`config.mk`:
```
export PLATFORM = sky130hd
export DESIGN_NAME = key_debounce_repeat_scanner_core
export DESIGN_NICKNAME = d
export VERILOG_FILES = /design/src/design/kdrs_pkg.sv /design/src/design/kdrs_state_ram.sv /design/src/design/kdrs_update.sv /design/src/design/key_debounce_repeat_scanner_core.sv
export VERILOG_INCLUDE_DIRS = /design/src /design/src/design
export SDC_FILE = /design/constraint.sdc
export NUM_CORES = 2
export LEC_CHECK = 0
export ABC_AREA = 1
export BUFFER_PORTS_ARGS = -buffer_cell sky130_fd_sc_hd__clkbuf_2
export CORE_MARGIN = 4
export CORE_UTILIZATION = 40
export DETAILED_ROUTE_END_ITERATION = 10
export PLACE_DENSITY = 0.66
export SYNTH_ARGS = -nofsm -noshare
export SYNTH_HDL_FRONTEND = slang
export SYNTH_SLANG_ARGS = --single-unit
```
`constraint.sdc`:
```
create_clock -name i_clk -period 14.15 [get_ports i_clk]
set_input_delay 0.7075 -clock i_clk [delete_from_list [all_inputs] [get_ports i_clk]]
set_output_delay 0.7075 -clock i_clk [all_outputs]
set_load 0.005 [all_outputs]
```
`src/design/key_debounce_repeat_scanner_core_defines.svh`:
```
// ----------------------------------------------------------------------------
// key_debounce_repeat_scanner_core_defines
// Assertion macros used by the scanner core RTL.
// ----------------------------------------------------------------------------
`ifndef KEY_DEBOUNCE_REPEAT_SCANNER_CORE_DEFINES_SVH
`define KEY_DEBOUNCE_REPEAT_SCANNER_CORE_DEFINES_SVH

// same-cycle implication, checked outside reset
`define KDRS_ASSERT_NOW(label, ante, cons, msg) \
    label: assert property (@(posedge i_clk) disable iff (!i_rst_n) (ante) |-> (cons)) \
        else $error(msg);

// next-cycle implication, checked outside reset
`define KDRS_ASSERT_NEXT(label, ante, cons, msg) \
    label: assert property (@(posedge i_clk) disable iff (!i_rst_n) (ante) |=> (cons)) \
        else $error(msg);

`endif

```
`src/design/kdrs_pkg.sv`:
```
// ----------------------------------------------------------------------------
// kdrs_pkg
// Types, codes and defaults for the key debounce / repeat scanner.
// ----------------------------------------------------------------------------
`default_nettype none

package kdrs_pkg;

    localparam int NUM_SOURCES_DEF = 8;
    localparam int TIME_BITS_DEF   = 32;

    localparam int CFG_IDX_BITS  = 3;
    localparam int CFG_DATA_BITS = 16;

    localparam logic [CFG_IDX_BITS-1:0] REG_DEBOUNCE     = 3'd0;
    localparam logic [CFG_IDX_BITS-1:0] REG_LONG_PRESS   = 3'd1;
    localparam logic [CFG_IDX_BITS-1:0] REG_REPEAT_START = 3'd2;
    localparam logic [CFG_IDX_BITS-1:0] REG_REPEAT_EVERY = 3'd3;
    localparam logic [CFG_IDX_BITS-1:0] REG_REPEAT_MASK  = 3'd4;

    localparam logic [15:0] DEBOUNCE_RST     = 16'd30;
    localparam logic [15:0] LONG_PRESS_RST   = 16'd600;
    localparam logic [15:0] REPEAT_START_RST = 16'd400;
    localparam logic [15:0] REPEAT_EVERY_RST = 16'd120;
    localparam logic [7:0]  REPEAT_MASK_RST  = 8'd94;

    localparam logic [3:0] ACT_BACK = 4'd8;
    localparam logic [3:0] ACT_WAKE = 4'd9;

    typedef enum logic [1:0] {
        KIND_PRESS,
        KIND_RELEASE,
        KIND_REPEAT,
        KIND_LONG
    } t_kind;

    typedef struct packed {
        logic       emit;
        t_kind      kind;
        logic [3:0] action;
        logic [2:0] source;
        logic       wake_supp;
    } t_event;

    typedef struct packed {
        logic [15:0] debounce;
        logic [15:0] long_press;
        logic [15:0] repeat_start;
        logic [15:0] repeat_every;
        logic [7:0]  repeat_mask;
    } t_cfg;

endpackage

`default_nettype wire

```
`src/design/kdrs_state_ram.sv`:
```
// ----------------------------------------------------------------------------
// kdrs_state_ram
// Per-source state memory, one write and one registered read per cycle.
// Entries never written read as zero through per-entry valid bits.
// ----------------------------------------------------------------------------
`default_nettype none

module kdrs_state_ram #(
    parameter int DEPTH = 8,
    parameter int WIDTH = 100,
    parameter int AW    = 3
) (
    input  wire logic             i_clk,
    input  wire logic             i_rst_n,
    input  wire logic             i_re,
    input  wire logic [AW-1:0]    i_raddr,
    output logic      [WIDTH-1:0] o_rdata,
    input  wire logic             i_we,
    input  wire logic [AW-1:0]    i_waddr,
    input  wire logic [WIDTH-1:0] i_wdata
);

    logic [WIDTH-1:0] r_mem [DEPTH];
    logic [DEPTH-1:0] r_valid;
    logic [WIDTH-1:0] r_rdata;
    logic             r_rvalid;

    always_ff @(posedge i_clk) begin
        if (i_we) begin
            r_mem[i_waddr] <= i_wdata;
        end
        if (i_re) begin
            r_rdata <= r_mem[i_raddr];
        end
    end

    always_ff @(posedge i_clk) begin
        if (!i_rst_n) begin
            r_valid  <= '0;
            r_rvalid <= 1'b0;
        end else begin
            if (i_we) begin
                r_valid[i_waddr] <= 1'b1;
            end
            if (i_re) begin
                r_rvalid <= r_valid[i_raddr];
            end
        end
    end

    assign o_rdata = r_rvalid ? r_rdata : '0;

endmodule

`default_nettype wire

```
`src/design/kdrs_update.sv`:
```
// ----------------------------------------------------------------------------
// kdrs_update
// Modify step of the read-modify-write: debounce, press/release, long press,
// auto-repeat and wake handling for one source entry.
// ----------------------------------------------------------------------------
`default_nettype none

module kdrs_update #(
    parameter int TIME_BITS = 32,
    parameter int EW        = 4 + 3 * 32
) (
    input  wire logic                 i_cmd,
    input  wire logic                 i_in_range,
    input  wire logic [2:0]           i_source,
    input  wire logic                 i_raw_down,
    input  wire logic [TIME_BITS-1:0] i_now,
    input  wire logic                 i_awake_value,
    input  wire logic                 i_awake,
    input  wire logic                 i_repeatable,
    input  wire kdrs_pkg::t_cfg       i_cfg,
    input  wire logic [EW-1:0]        i_entry,
    output logic      [EW-1:0]        o_entry,
    output logic                      o_we,
    output logic                      o_awake,
    output kdrs_pkg::t_event          o_event
);

    import kdrs_pkg::*;

    logic                 lr, sd, ls, sp;
    logic [TIME_BITS-1:0] rct, pt, nrt;
    logic [TIME_BITS-1:0] d_raw, d_press, d_rep;
    logic                 is_go;

    always_comb begin
        {lr, rct, sd, pt, nrt, ls, sp} = i_entry;
        is_go   = (i_source == 3'd0);
        o_we    = 1'b0;
        o_awake = i_awake;
        o_event = '0;
        o_event.source = i_source;
        o_event.action = 4'(i_source);
        d_raw   = '0;
        d_press = '0;
        d_rep   = '0;

        if (i_cmd) begin
            o_awake = i_awake_value;
        end else if (i_in_range) begin
            o_we = 1'b1;
            if (i_raw_down != lr) begin
                lr  = i_raw_down;
                rct = i_now;
            end
            d_raw = i_now - rct;
            if (d_raw < TIME_BITS'(i_cfg.debounce) || i_raw_down == sd) begin
                // no stable change: long press and repeat checks
                if (sd) begin
                    d_press = i_now - pt;
                    d_rep   = i_now - nrt;
                    if (!ls && d_press >= TIME_BITS'(i_cfg.long_press)) begin
                        ls = 1'b1;
                        if (!sp && is_go) begin
                            o_event.emit   = 1'b1;
                            o_event.kind   = KIND_LONG;
                            o_event.action = ACT_BACK;
                        end
                    end else if (i_repeatable && !sp && !ls && !d_rep[TIME_BITS-1]) begin
                        nrt = i_now + TIME_BITS'(i_cfg.repeat_every);
                        o_event.emit = 1'b1;
                        o_event.kind = KIND_REPEAT;
                    end
                end
            end else begin
                sd = i_raw_down;
                if (i_raw_down) begin
                    ls  = 1'b0;
                    sp  = 1'b0;
                    pt  = i_now;
                    nrt = i_now + TIME_BITS'(i_cfg.repeat_start);
                    o_event.emit = 1'b1;
                    o_event.kind = KIND_PRESS;
                    if (!i_awake) begin
                        o_awake = 1'b1;
                        sp      = 1'b1;
                        o_event.action    = ACT_WAKE;
                        o_event.wake_supp = 1'b1;
                    end
                end else if (!is_go) begin
                    if (sp) begin
                        sp = 1'b0;
                    end else begin
                        o_event.emit = 1'b1;
                        o_event.kind = KIND_RELEASE;
                    end
                end
            end
        end
        o_entry = {lr, rct, sd, pt, nrt, ls, sp};
    end

endmodule

`default_nettype wire

```
`src/design/key_debounce_repeat_scanner_core.sv`:
```
// Pipeline: at the accepting edge the input word enters the read stage and the state memory
// is read; the update result enters the output register when the read stage advances.
// Throughput: one input word per cycle unless the output stalls; one read and one write port
// on the state memory carry one read-modify-write per cycle, with write-to-read forwarding.
// Reset: synchronous, clears all per-source state at once through valid bits,
// display asleep, registers to their defaults; no clearing pass.
// ----------------------------------------------------------------------------
// key_debounce_repeat_scanner_core
// Top level: config registers, read stage, update stage and output register.
// ----------------------------------------------------------------------------
`default_nettype none

`include "key_debounce_repeat_scanner_core_defines.svh"

module key_debounce_repeat_scanner_core #(
    parameter int NUM_SOURCES = kdrs_pkg::NUM_SOURCES_DEF,
    parameter int TIME_BITS   = kdrs_pkg::TIME_BITS_DEF
) (
    input  wire logic                               i_clk,
    input  wire logic                               i_rst_n,
    input  wire logic                               i_cfg_we,
    input  wire logic [kdrs_pkg::CFG_IDX_BITS-1:0]  i_cfg_index,
    input  wire logic [kdrs_pkg::CFG_DATA_BITS-1:0] i_cfg_data,
    input  wire logic                               i_in_valid,
    output logic                                    o_in_ready,
    input  wire logic                               i_cmd,
    input  wire logic [2:0]                         i_source,
    input  wire logic                               i_raw_down,
    input  wire logic [31:0]                        i_now_ms,
    input  wire logic                               i_awake_value,
    output logic                                    o_out_valid,
    input  wire logic                               i_out_ready,
    output logic [1:0]                              o_event_kind,
    output logic [3:0]                              o_action_code,
    output logic [2:0]                              o_event_source,
    output logic [31:0]                             o_timestamp,
    output logic                                    o_wake_suppressed
);

    import kdrs_pkg::*;

    localparam int AW = (NUM_SOURCES > 1) ? $clog2(NUM_SOURCES) : 1;
    localparam int EW = 4 + 3 * TIME_BITS;

    // config
    t_cfg r_cfg;

    always_ff @(posedge i_clk) begin
        if (!i_rst_n) begin
            r_cfg.debounce     <= DEBOUNCE_RST;
            r_cfg.long_press   <= LONG_PRESS_RST;
            r_cfg.repeat_start <= REPEAT_START_RST;
            r_cfg.repeat_every <= REPEAT_EVERY_RST;
            r_cfg.repeat_mask  <= REPEAT_MASK_RST;
        end else if (i_cfg_we) begin
            case (i_cfg_index)
                REG_DEBOUNCE:     r_cfg.debounce     <= i_cfg_data;
                REG_LONG_PRESS:   r_cfg.long_press   <= i_cfg_data;
                REG_REPEAT_START: r_cfg.repeat_start <= i_cfg_data;
                REG_REPEAT_EVERY: r_cfg.repeat_every <= i_cfg_data;
                REG_REPEAT_MASK:  r_cfg.repeat_mask  <= i_cfg_data[7:0];
                default: ;
            endcase
        end
    end

    // handshake
    logic in_accept, s1_adv;
    logic r_s1_valid;
    logic r_out_valid;

    assign s1_adv     = r_s1_valid && (!r_out_valid || i_out_ready);
    assign o_in_ready = !r_s1_valid || s1_adv;
    assign in_accept  = i_in_valid && o_in_ready;

    // read stage
    logic [31:0]   src_ext;
    logic          in_range;
    logic [AW-1:0] raddr;

    assign src_ext  = 32'(i_source);
    assign in_range = (src_ext < 32'(NUM_SOURCES));
    assign raddr    = src_ext[AW-1:0];

    logic                 r_s1_cmd, r_s1_in_range, r_s1_raw, r_s1_awake_val;
    logic [2:0]           r_s1_src;
    logic [AW-1:0]        r_s1_addr;
    logic [TIME_BITS-1:0] r_s1_now;

    always_ff @(posedge i_clk) begin
        if (!i_rst_n) begin
            r_s1_valid <= 1'b0;
        end else if (in_accept) begin
            r_s1_valid <= 1'b1;
        end else if (s1_adv) begin
            r_s1_valid <= 1'b0;
        end
    end

    always_ff @(posedge i_clk) begin
        if (in_accept) begin
            r_s1_cmd       <= i_cmd;
            r_s1_in_range  <= in_range;
            r_s1_raw       <= i_raw_down;
            r_s1_awake_val <= i_awake_value;
            r_s1_src       <= i_source;
            r_s1_addr      <= raddr;
            r_s1_now       <= TIME_BITS'(i_now_ms);
        end
    end

    // state memory and forwarding of the last write
    logic [EW-1:0] ram_rdata, s1_entry, n_entry;
    logic          n_we, mem_we;
    logic          r_fwd_valid;
    logic [AW-1:0] r_fwd_addr;
    logic [EW-1:0] r_fwd_data;

    assign mem_we = s1_adv && n_we;

    kdrs_state_ram #(
        .DEPTH (NUM_SOURCES),
        .WIDTH (EW),
        .AW    (AW)
    ) u_ram (
        .i_clk   (i_clk),
        .i_rst_n (i_rst_n),
        .i_re    (in_accept && in_range && !i_cmd),
        .i_raddr (raddr),
        .o_rdata (ram_rdata),
        .i_we    (mem_we),
        .i_waddr (r_s1_addr),
        .i_wdata (n_entry)
    );

    // forward register always mirrors the memory contents of r_fwd_addr
    always_ff @(posedge i_clk) begin
        if (!i_rst_n) begin
            r_fwd_valid <= 1'b0;
        end else if (mem_we) begin
            r_fwd_valid <= 1'b1;
        end
    end

    always_ff @(posedge i_clk) begin
        if (mem_we) begin
            r_fwd_addr <= r_s1_addr;
            r_fwd_data <= n_entry;
        end
    end

    assign s1_entry = (r_fwd_valid && r_fwd_addr == r_s1_addr) ? r_fwd_data : ram_rdata;

    // update stage
    logic   r_display_awake, n_awake;
    t_event n_event;

    kdrs_update #(
        .TIME_BITS (TIME_BITS),
        .EW        (EW)
    ) u_update (
        .i_cmd         (r_s1_cmd),
        .i_in_range    (r_s1_in_range),
        .i_source      (r_s1_src),
        .i_raw_down    (r_s1_raw),
        .i_now         (r_s1_now),
        .i_awake_value (r_s1_awake_val),
        .i_awake       (r_display_awake),
        .i_repeatable  (r_cfg.repeat_mask[r_s1_src]),
        .i_cfg         (r_cfg),
        .i_entry       (s1_entry),
        .o_entry       (n_entry),
        .o_we          (n_we),
        .o_awake       (n_awake),
        .o_event       (n_event)
    );

    always_ff @(posedge i_clk) begin
        if (!i_rst_n) begin
            r_display_awake <= 1'b0;
        end else if (s1_adv) begin
            r_display_awake <= n_awake;
        end
    end

    // output register
    t_kind       r_out_kind;
    logic [3:0]  r_out_action;
    logic [2:0]  r_out_src;
    logic [31:0] r_out_time;
    logic        r_out_ws;

    always_ff @(posedge i_clk) begin
        if (!i_rst_n) begin
            r_out_valid <= 1'b0;
        end else if (s1_adv) begin
            r_out_valid <= n_event.emit;
        end else if (i_out_ready) begin
            r_out_valid <= 1'b0;
        end
    end

    always_ff @(posedge i_clk) begin
        if (s1_adv && n_event.emit) begin
            r_out_kind   <= n_event.kind;
            r_out_action <= n_event.action;
            r_out_src    <= n_event.source;
            r_out_time   <= 32'(r_s1_now);
            r_out_ws     <= n_event.wake_supp;
        end
    end

    assign o_out_valid       = r_out_valid;
    assign o_event_kind      = r_out_kind;
    assign o_action_code     = r_out_action;
    assign o_event_source    = r_out_src;
    assign o_timestamp       = r_out_time;
    assign o_wake_suppressed = r_out_ws;

    // checks
    `KDRS_ASSERT_NOW(a_stall_blocks_in, r_s1_valid && !s1_adv, !in_accept, "accept during stall")
    `KDRS_ASSERT_NOW(a_write_on_adv, mem_we, r_s1_valid && !r_s1_cmd && r_s1_in_range,
        "state write without a sample word")
    `KDRS_ASSERT_NOW(a_action_range, o_out_valid, o_action_code <= ACT_WAKE,
        "action code out of range")
    `KDRS_ASSERT_NOW(a_wake_form, o_out_valid && o_wake_suppressed,
        o_event_kind == KIND_PRESS && o_action_code == ACT_WAKE, "malformed wake word")
    `KDRS_ASSERT_NEXT(a_wake_sets_awake, s1_adv && n_event.emit && n_event.wake_supp,
        r_display_awake, "wake did not set display awake")

endmodule

`default_nettype wire
```
Word-level counts from Yosys, hierarchy flattened
Memory sizes are Yosys's and may differ from the RTL's. A register that Yosys moved wholly into a read port is not among the register bits.
Index checks and enable logic that the tools add are counted.
{"block": "word_totals", "inputBits": 62, "out_inout_bits": 44, "ram_bits": 800, "regBits": 269, "mem_count": 1}
{"memory": "u_ram.r_mem", "words": 8, "word_bits": 100, "read_ports": 1, "rd_clocked_by_memory_dff": 1, "write_ports": 1, "line": "kdrs_state_ram.sv:23", "source": "logic [WIDTH-1:0] r_mem [DEPTH];"}
{"block": "op_classes", "add_sub_neg": 5, "n_reduce_logical": 36, "eq_ne": 8, "mux": 67, "order_cmp": 6, "bitwise": 3}
{"cell": "32-bit two-way mux", "n": 16}
{"cell": "100-bit two-way mux", "n": 2}
{"cell": "32-bit subtractor", "n": 3}
{"cell": "32-bit by 16-bit adder with 32-bit output", "n": 2}
{"cell": "7-bit two-way mux", "n": 5}
{"cell": "1-bit two-way mux", "n": 33}
{"cell": "32-bit by 16-bit >= comparator with 1-bit output", "n": 1}
{"cell": "32-bit by 16-bit < comparator with 1-bit output", "n": 1}
{"cell": "3-bit two-way mux", "n": 5}
{"cell": "1-bit logical AND", "n": 13}
{"cell": "3-bit by 4-bit < comparator with 1-bit output (second input constant)", "n": 3}
{"cell": "4-bit two-way mux", "n": 3}
{"cell": "2-bit AND reduction", "n": 5}
{"cell": "8-bit OR", "n": 1}
{"cell": "2-bit nonzero test", "n": 4}
{"cell": "1-bit binary-select mux with 3-bit select", "n": 2}
{"cell": "3-bit by 2-bit == test with 1-bit output (second input constant)", "n": 2}
{"cell": "1-bit zero test", "n": 6}
{"cell": "3-bit zero test", "n": 2}
{"cell": "4-bit AND reduction", "n": 1}
{"cell": "4-bit OR reduction", "n": 1}
{"cell": "1-bit demux with 3-bit select", "n": 1}
{"cell": "3-bit by 1-bit == test with 1-bit output (second input constant)", "n": 1}
{"cell": "3-bit == test", "n": 1}
{"cell": "8 further kinds", "n": 11}

Longest topological paths before layout
{"block": "depth", "ltp_word": 14, "mapped_depth": 44, "depth_no_buf": 38}

By module
A second synthesis with hierarchy kept.
{"block": "unflattened", "cells_unflattened": 5683, "hier_area_um2": 56030.0}
{"module": "kdrs_state_ram", "cells_each": 2641, "seq_area_each_um2": 27206.1, "instances": 1, "area_per_inst_um2": 35036.1}
{"module": "kdrs_update", "cells_each": 2074, "seq_area_each_um2": 0.0, "instances": 1, "area_per_inst_um2": 10796.6}
{"module": "key_debounce_repeat_scanner_core", "cells_each": 968, "seq_area_each_um2": 7016.7, "instances": 1, "area_per_inst_um2": 10197.3}

Least setup slack after synthesis
OpenSTA, ideal clock, no wires.
{"block": "synth_timing", "path_type": "input port to flip-flop", "start": "input port i_out_ready", "end": "memory u_ram.r_mem[2][0], enable pin", "required_ps": 13590, "t_arrival_ps": 10631, "cell_stages": 6, "setup_time_ps": 560, "n_path_buf": 0, "path_slack_ps": 2958, "path_cell_list": "inv_1 -> nand2_1 -> nand2_1 -> nor2_1 -> inv_1 -> nor2_1"}
{"block": "synth_between", "elab_chain_cells": 5}
{"element": "from (decl)", "line": "key_debounce_repeat_scanner_core.sv:32", "source": "input wire logic i_out_ready,"}
{"element": "1-bit logical OR", "line": "key_debounce_repeat_scanner_core.sv:72", "source": "assign s1_adv = r_s1_valid && (!r_out_valid || i_out_ready);"}
{"element": "1-bit logical AND", "line": "key_debounce_repeat_scanner_core.sv:72"}
{"element": "1-bit logical AND", "line": "key_debounce_repeat_scanner_core.sv:119", "source": "assign mem_we = s1_adv && n_we;"}
{"element": "via mem_we", "line": "key_debounce_repeat_scanner_core.sv:114", "source": "logic n_we, mem_we;"}
{"element": "1-bit two-way mux", "line": "kdrs_state_ram.sv:29", "source": "if (i_we) begin"}
{"element": "1-bit two-way mux (implied by the code)", "line": "kdrs_state_ram.sv:30", "source": "r_mem[i_waddr] <= i_wdata;"}
{"element": "to (decl)", "line": "kdrs_state_ram.sv:23"}
The timed path passes the listed nets, and every way through them passes these cells.

Worst setup path after layout
{"block": "layout_timing", "start": "register r_s1_addr[1]", "end": "memory u_ram.r_mem[5][46] (data pin)"}
{"block": "layout_between", "elab_chain_cells": 13, "elab_cells_between_ends": 15, "cone_classes": "1 x add/sub; 1 x order compare; 3 x eq/ne; 8 x mux; 2 x reduce/logical"}
{"element": "from (decl)", "line": "key_debounce_repeat_scanner_core.sv:87", "source": "logic [AW-1:0] r_s1_addr;"}
{"element": "from (signal assigned)", "line": "key_debounce_repeat_scanner_core.sv:107", "source": "r_s1_addr <= raddr;"}
{"element": "3-bit == test (*)", "line": "key_debounce_repeat_scanner_core.sv:152", "source": "assign s1_entry = (r_fwd_valid && r_fwd_addr == r_s1_addr) ? r_fwd_data : ram_rdata;"}
{"element": "1-bit logical AND (*)", "line": "key_debounce_repeat_scanner_core.sv:152"}
{"element": "100-bit two-way mux (*)", "line": "key_debounce_repeat_scanner_core.sv:152"}
{"element": "1-bit != test", "line": "kdrs_update.sv:51", "source": "if (i_raw_down != lr) begin"}
{"element": "32-bit two-way mux", "line": "kdrs_update.sv:51"}
{"element": "32-bit two-way mux", "line": "kdrs_update.sv:49", "source": "end else if (i_in_range) begin"}
{"element": "32-bit two-way mux", "line": "kdrs_update.sv:47", "source": "if (i_cmd) begin"}
{"element": "32-bit subtractor", "line": "kdrs_update.sv:55", "source": "d_raw = i_now - rct;"}
{"element": "32-bit by 16-bit < comparator with 1-bit output", "line": "kdrs_update.sv:56", "source": "if (d_raw < TIME_BITS'(i_cfg.debounce) || i_raw_down == sd) begin"}
{"element": "1-bit logical OR", "line": "kdrs_update.sv:56"}
{"element": "32-bit two-way mux", "line": "kdrs_update.sv:56"}
{"element": "32-bit two-way mux", "line": "kdrs_update.sv:49"}
{"element": "32-bit two-way mux (*)", "line": "kdrs_update.sv:47"}
{"element": "via n_entry[46]", "line": "key_debounce_repeat_scanner_core.sv:113", "source": "logic [EW-1:0] ram_rdata, s1_entry, n_entry;"}
The timed path passes the listed nets; every way through them passes the cells marked *. The select of a mux whose other input is x is not followed.

==> impl_results.md <==
- Status: complete, no violations
- Tot Pwr: 0.007821 W
- CP arrival: approximately 9 ns
- First-pass detailed-route iteration total: 5
- Setup slack, reg-to-reg: 5.81 ns
- Avg WL per Cell: 22.24 um
- Worst Hold Path EP: r_s1_now[9]
- CTS tree: built
- Seq cells post-synth: between 1k and 1.5k
- Slew @ Worst Pin: 1.204 ns
- Combinational share of power: 10.2%
- Worst slack at placement: 5.999 ns
- Clk sink count: approximately 1.2k
- Initial antenna violation count: 14
- Via/cell ratio: 5.565
- PostCTS Resize Cnt: 0
- Switching Power: 0.001940 W
- Mapped Nets: 5485
- Detailed Place HPWL: about 99000 um
- R2R depth: 37
- Worst path max stage delay: 0.72 ns
- Post-Synth Simple-Gate Area: 15.72%
- Critical Path End Type: flip-flop
- Buffer depth of the longest clock path: 3
- Hold path depth: 1
- Main synth FF type: edfxtp_1
- Post-Syn Area per Cell: 10.27 um2
- Fin Setup TNS: 0 ns
- Port buffer count: 105
- RSZ-0062 raised after global routing: false
- Post-synth ARST share: 0%
- Yosys warns: 0
- Max frequency: 0.1199 GHz
- Final hold violations: 0
- DRT antenna net count: 0
- Non-filler cells, final: slightly above 7k
- Most frequent CP cell: nand2_1
- FF-to-FF Start: r_s1_addr[1]
- Critical R2R Capture: u_ram.r_mem[5][46]
- Sequential share of power: about half
- Post-synthesis cell type count: 56
- Final period util: 58.97%
- Num CTS Buffers: about 120
- Crit-path slowest cell: buf_4
- GR Overflow Total: 0
- Die area: roughly 140000 um2
- Slew HR: 19.35%
- Min-delay src: i_now_ms[9]
- Routed WL: 159900 um
- Clock skew: 0.05418 ns
- Commonest non-fill, non-tap cell in the layout: edfxtp_1
- Setup Buffers After CTS: 0
- Total core area: around 130000 um2
- Final Max Tran Viols: 0
- Final Worst Setup Slack: 5.806 ns
- H-tree lvl count: 3
- WS Path Type: flip-flop to flip-flop
- Clock share of power: 39.9%
- Hold Path Class: primary input to flip-flop
- Adder-Cell Fraction of Synth Area: 3.412%
- Leak pwr: 22.36 nW
- Initial Utilization: 40.45%
- Sequential area share after synthesis: 63.15%
- Pwr dens: 129.4 nW/um2
- IO Pins: roughly 110
- Cells after Synth: between 5k and 6k
- # setup viols final: 0
- Cell Int Power: slightly below 0.006 W
- Hold Buf Count CTS: 0
- # fillers: roughly 12k
- Vias in the first global route: 37.74k
- Die Span Y: 376.1 um
- CTS root buffer: clkbuf_16
- Clk slew on worst S/H paths: 0.06 ns
- Largest net degree at the start of global routing: 147
- Vias post-DR: 39.99k
- Fin crit period: 8.344 ns
- Layout Nets: 5526
- Data required, critical path: 14.60 ns
- Most frequent cells in the layout: edfxtp_1 (1083), nor2_1 (940), nand2_1 (703), o21ai_0 (642), inv_1 (396)
- Number of max-cap violations: 0
- Worst path buffer plus inverter count: 5
- Gpl congestion: 0.9879
- Max VDD drop: between 80 and 90 uV
- Skew-Pair Late Insertion Delay: 0.76 ns
- Synth Area in XOR/XNOR: 1.131%
- Final hold slack: 0.1241 ns
- Delay-heaviest family, CP: simple AND/OR/NAND/NOR gates
- Post-Place Cells: 6968
- Rows: approximately 130
- Residual DRC count: 0
- Post-Syn Area: 54190 um2
- Worst-path maximum fanout: 80
- First-iteration detailed-routing DRC count: 4323
- First-pass GRT wire length: approximately 240000 um
- Layout cells sized above 1: about 8.1%
- Largest family of logic cells by synthesized area: simple AND/OR/NAND/NOR gates
- GRT Total Usage: 22.04%
- Crit path launch type: flip-flop
- Syn-to-layout area delta: 11.55%
- Number of synthesized flops with an enable pin: 1083
- Compound-Gate Fraction of Synth Area: between 10% and 20%
- Die width: around 380 um
- Multiplexer share of the synthesized area: 0%
- Sw Share: 24.81%
## layout make-up
class | instances | area (um2) | area share [%]
antenna | 2 | 5.005 | 0.008279
multi-input combinational | 3437 | 17440 | 28.84
tap | 1768 | 2212 | 3.659
clock inverter | 77 | 825.8 | 1.366
clock buffer | 140 | 3035 | 5.021
sequential | 1168 | 34230 | 56.62
timing repair buffer | 178 | 1127 | 1.865
inverter | 417 | 1583 | 2.618
## worst register-to-register path: cells and delay by family (launching register included)
family	cells	cell delay [ns]
compound gates	4	1.13
fa+ha+maj	3	0.90
buf+inv	5	1.20
xor+xnor	1	0.16
flops	1	0.53
simple gates	24	4.09
## synthesized netlist by cell type (9+ instances only)
library cell     n  area [um2]
inv_2           13       48.80
o21ai_1         32       160.2
o21a_1          11       82.58
xor2_1          56       490.5
o211ai_1        44       330.3
nand4_1         23       143.9
nand3_1        278        1391
nand2_1        704        2643
a31oi_1        106       663.1
clkbuf_1       205       769.5
edfxtp_1      1083       32520
a21oi_1        176       880.8
nand2_2         17       106.4
buf_6            9       101.4
ha_1           143        1789
o21ai_0        642        3213
o22ai_1        105       656.9
nor3_1          39       195.2
inv_1          400        1501
nor2_1         950        3566
nand3b_1        16       120.1
xnor2_1         14       122.6
dfxtp_1         85        1702
buf_1           24       90.09
buf_2           10       50.05
nand3_2         10       100.1
## registers in the layout (all words and copies together) (netlist names), 2 cells and up
name            count
o_event_kind        2
r_s1_addr           3
o_event_source      3
o_timestamp        32
r_fwd_addr          3
r_s1_now           32
u_ram.r_rdata     100
u_ram.r_valid       8
r_fwd_data        100
o_action_code       4
r_cfg              72
u_ram.r_mem       800
## layer usage
metal / up-vias / track usage [%] / wire (um)
met5: - / 0 / 27
met4: 4 / 9.062 / 6311
met3: 331 / 4.333 / 15380
met2: 1822 / 35.14 / 72840
met1: 19300 / 29.65 / 65300
li1: 18540 / - / -
## worst max-delay path by stage
stage | startpoint | to | slack, ns | cells after the start
final | r_s1_addr[1] | u_ram.r_mem[5][46] | 5.81 | 37
after CTS | r_s1_addr[1] | u_ram.r_mem[0][46] | 5.92 | 37
after global placement | r_s1_addr[1] | u_ram.r_mem[4][42] | 6.26 | 37
after floorplan | i_out_ready | u_ram.r_mem[2][0] | 2.96 | 6
after global routing | r_s1_addr[1] | u_ram.r_mem[0][46] | 5.14 | 37
after detailed placement | r_s1_addr[1] | u_ram.r_mem[0][42] | 6.00 | 37
## kinds of logic (layout without fill, tap and decap cells)
| kind of cell | count (synthesis) | after routing |
|---|---|---|
| AOI/OAI and AO/OA | 1157 | 1157 |
| xor gates and xnor gates | 70 | 70 |
| and+or+nand+nor | 2064 | 2064 |
| DFF | 1168 | 1168 |
| buffers and inverters | 672 | 812 |
| other | 0 | 2 |
| adders and majority gates | 146 | 146 |
## power by group through the flow
stage | logic (W) | clock network (W) | registers [W]
final | 0.000800 | 0.00312 | 0.00390
after global routing | 0.000890 | 0.00332 | 0.00390
after CTS | 0.000791 | 0.00317 | 0.00390
after detailed placement | 0.000786 | 0 | 0.00397
after global placement | 0.000780 | 0 | 0.00397
after floorplan | 0.000531 | 0 | 0.00396
## through the flow
step	util (%)	cell area [um2]
5_1_grt	45.13	60450
3_3_place_gp	42.24	56590
2_1_floorplan	-	54190
6_report	45.13	60450
3_5_place_dp	42.24	56590
4_1_cts	45.12	60450
(Power assumes the default switching activity.)
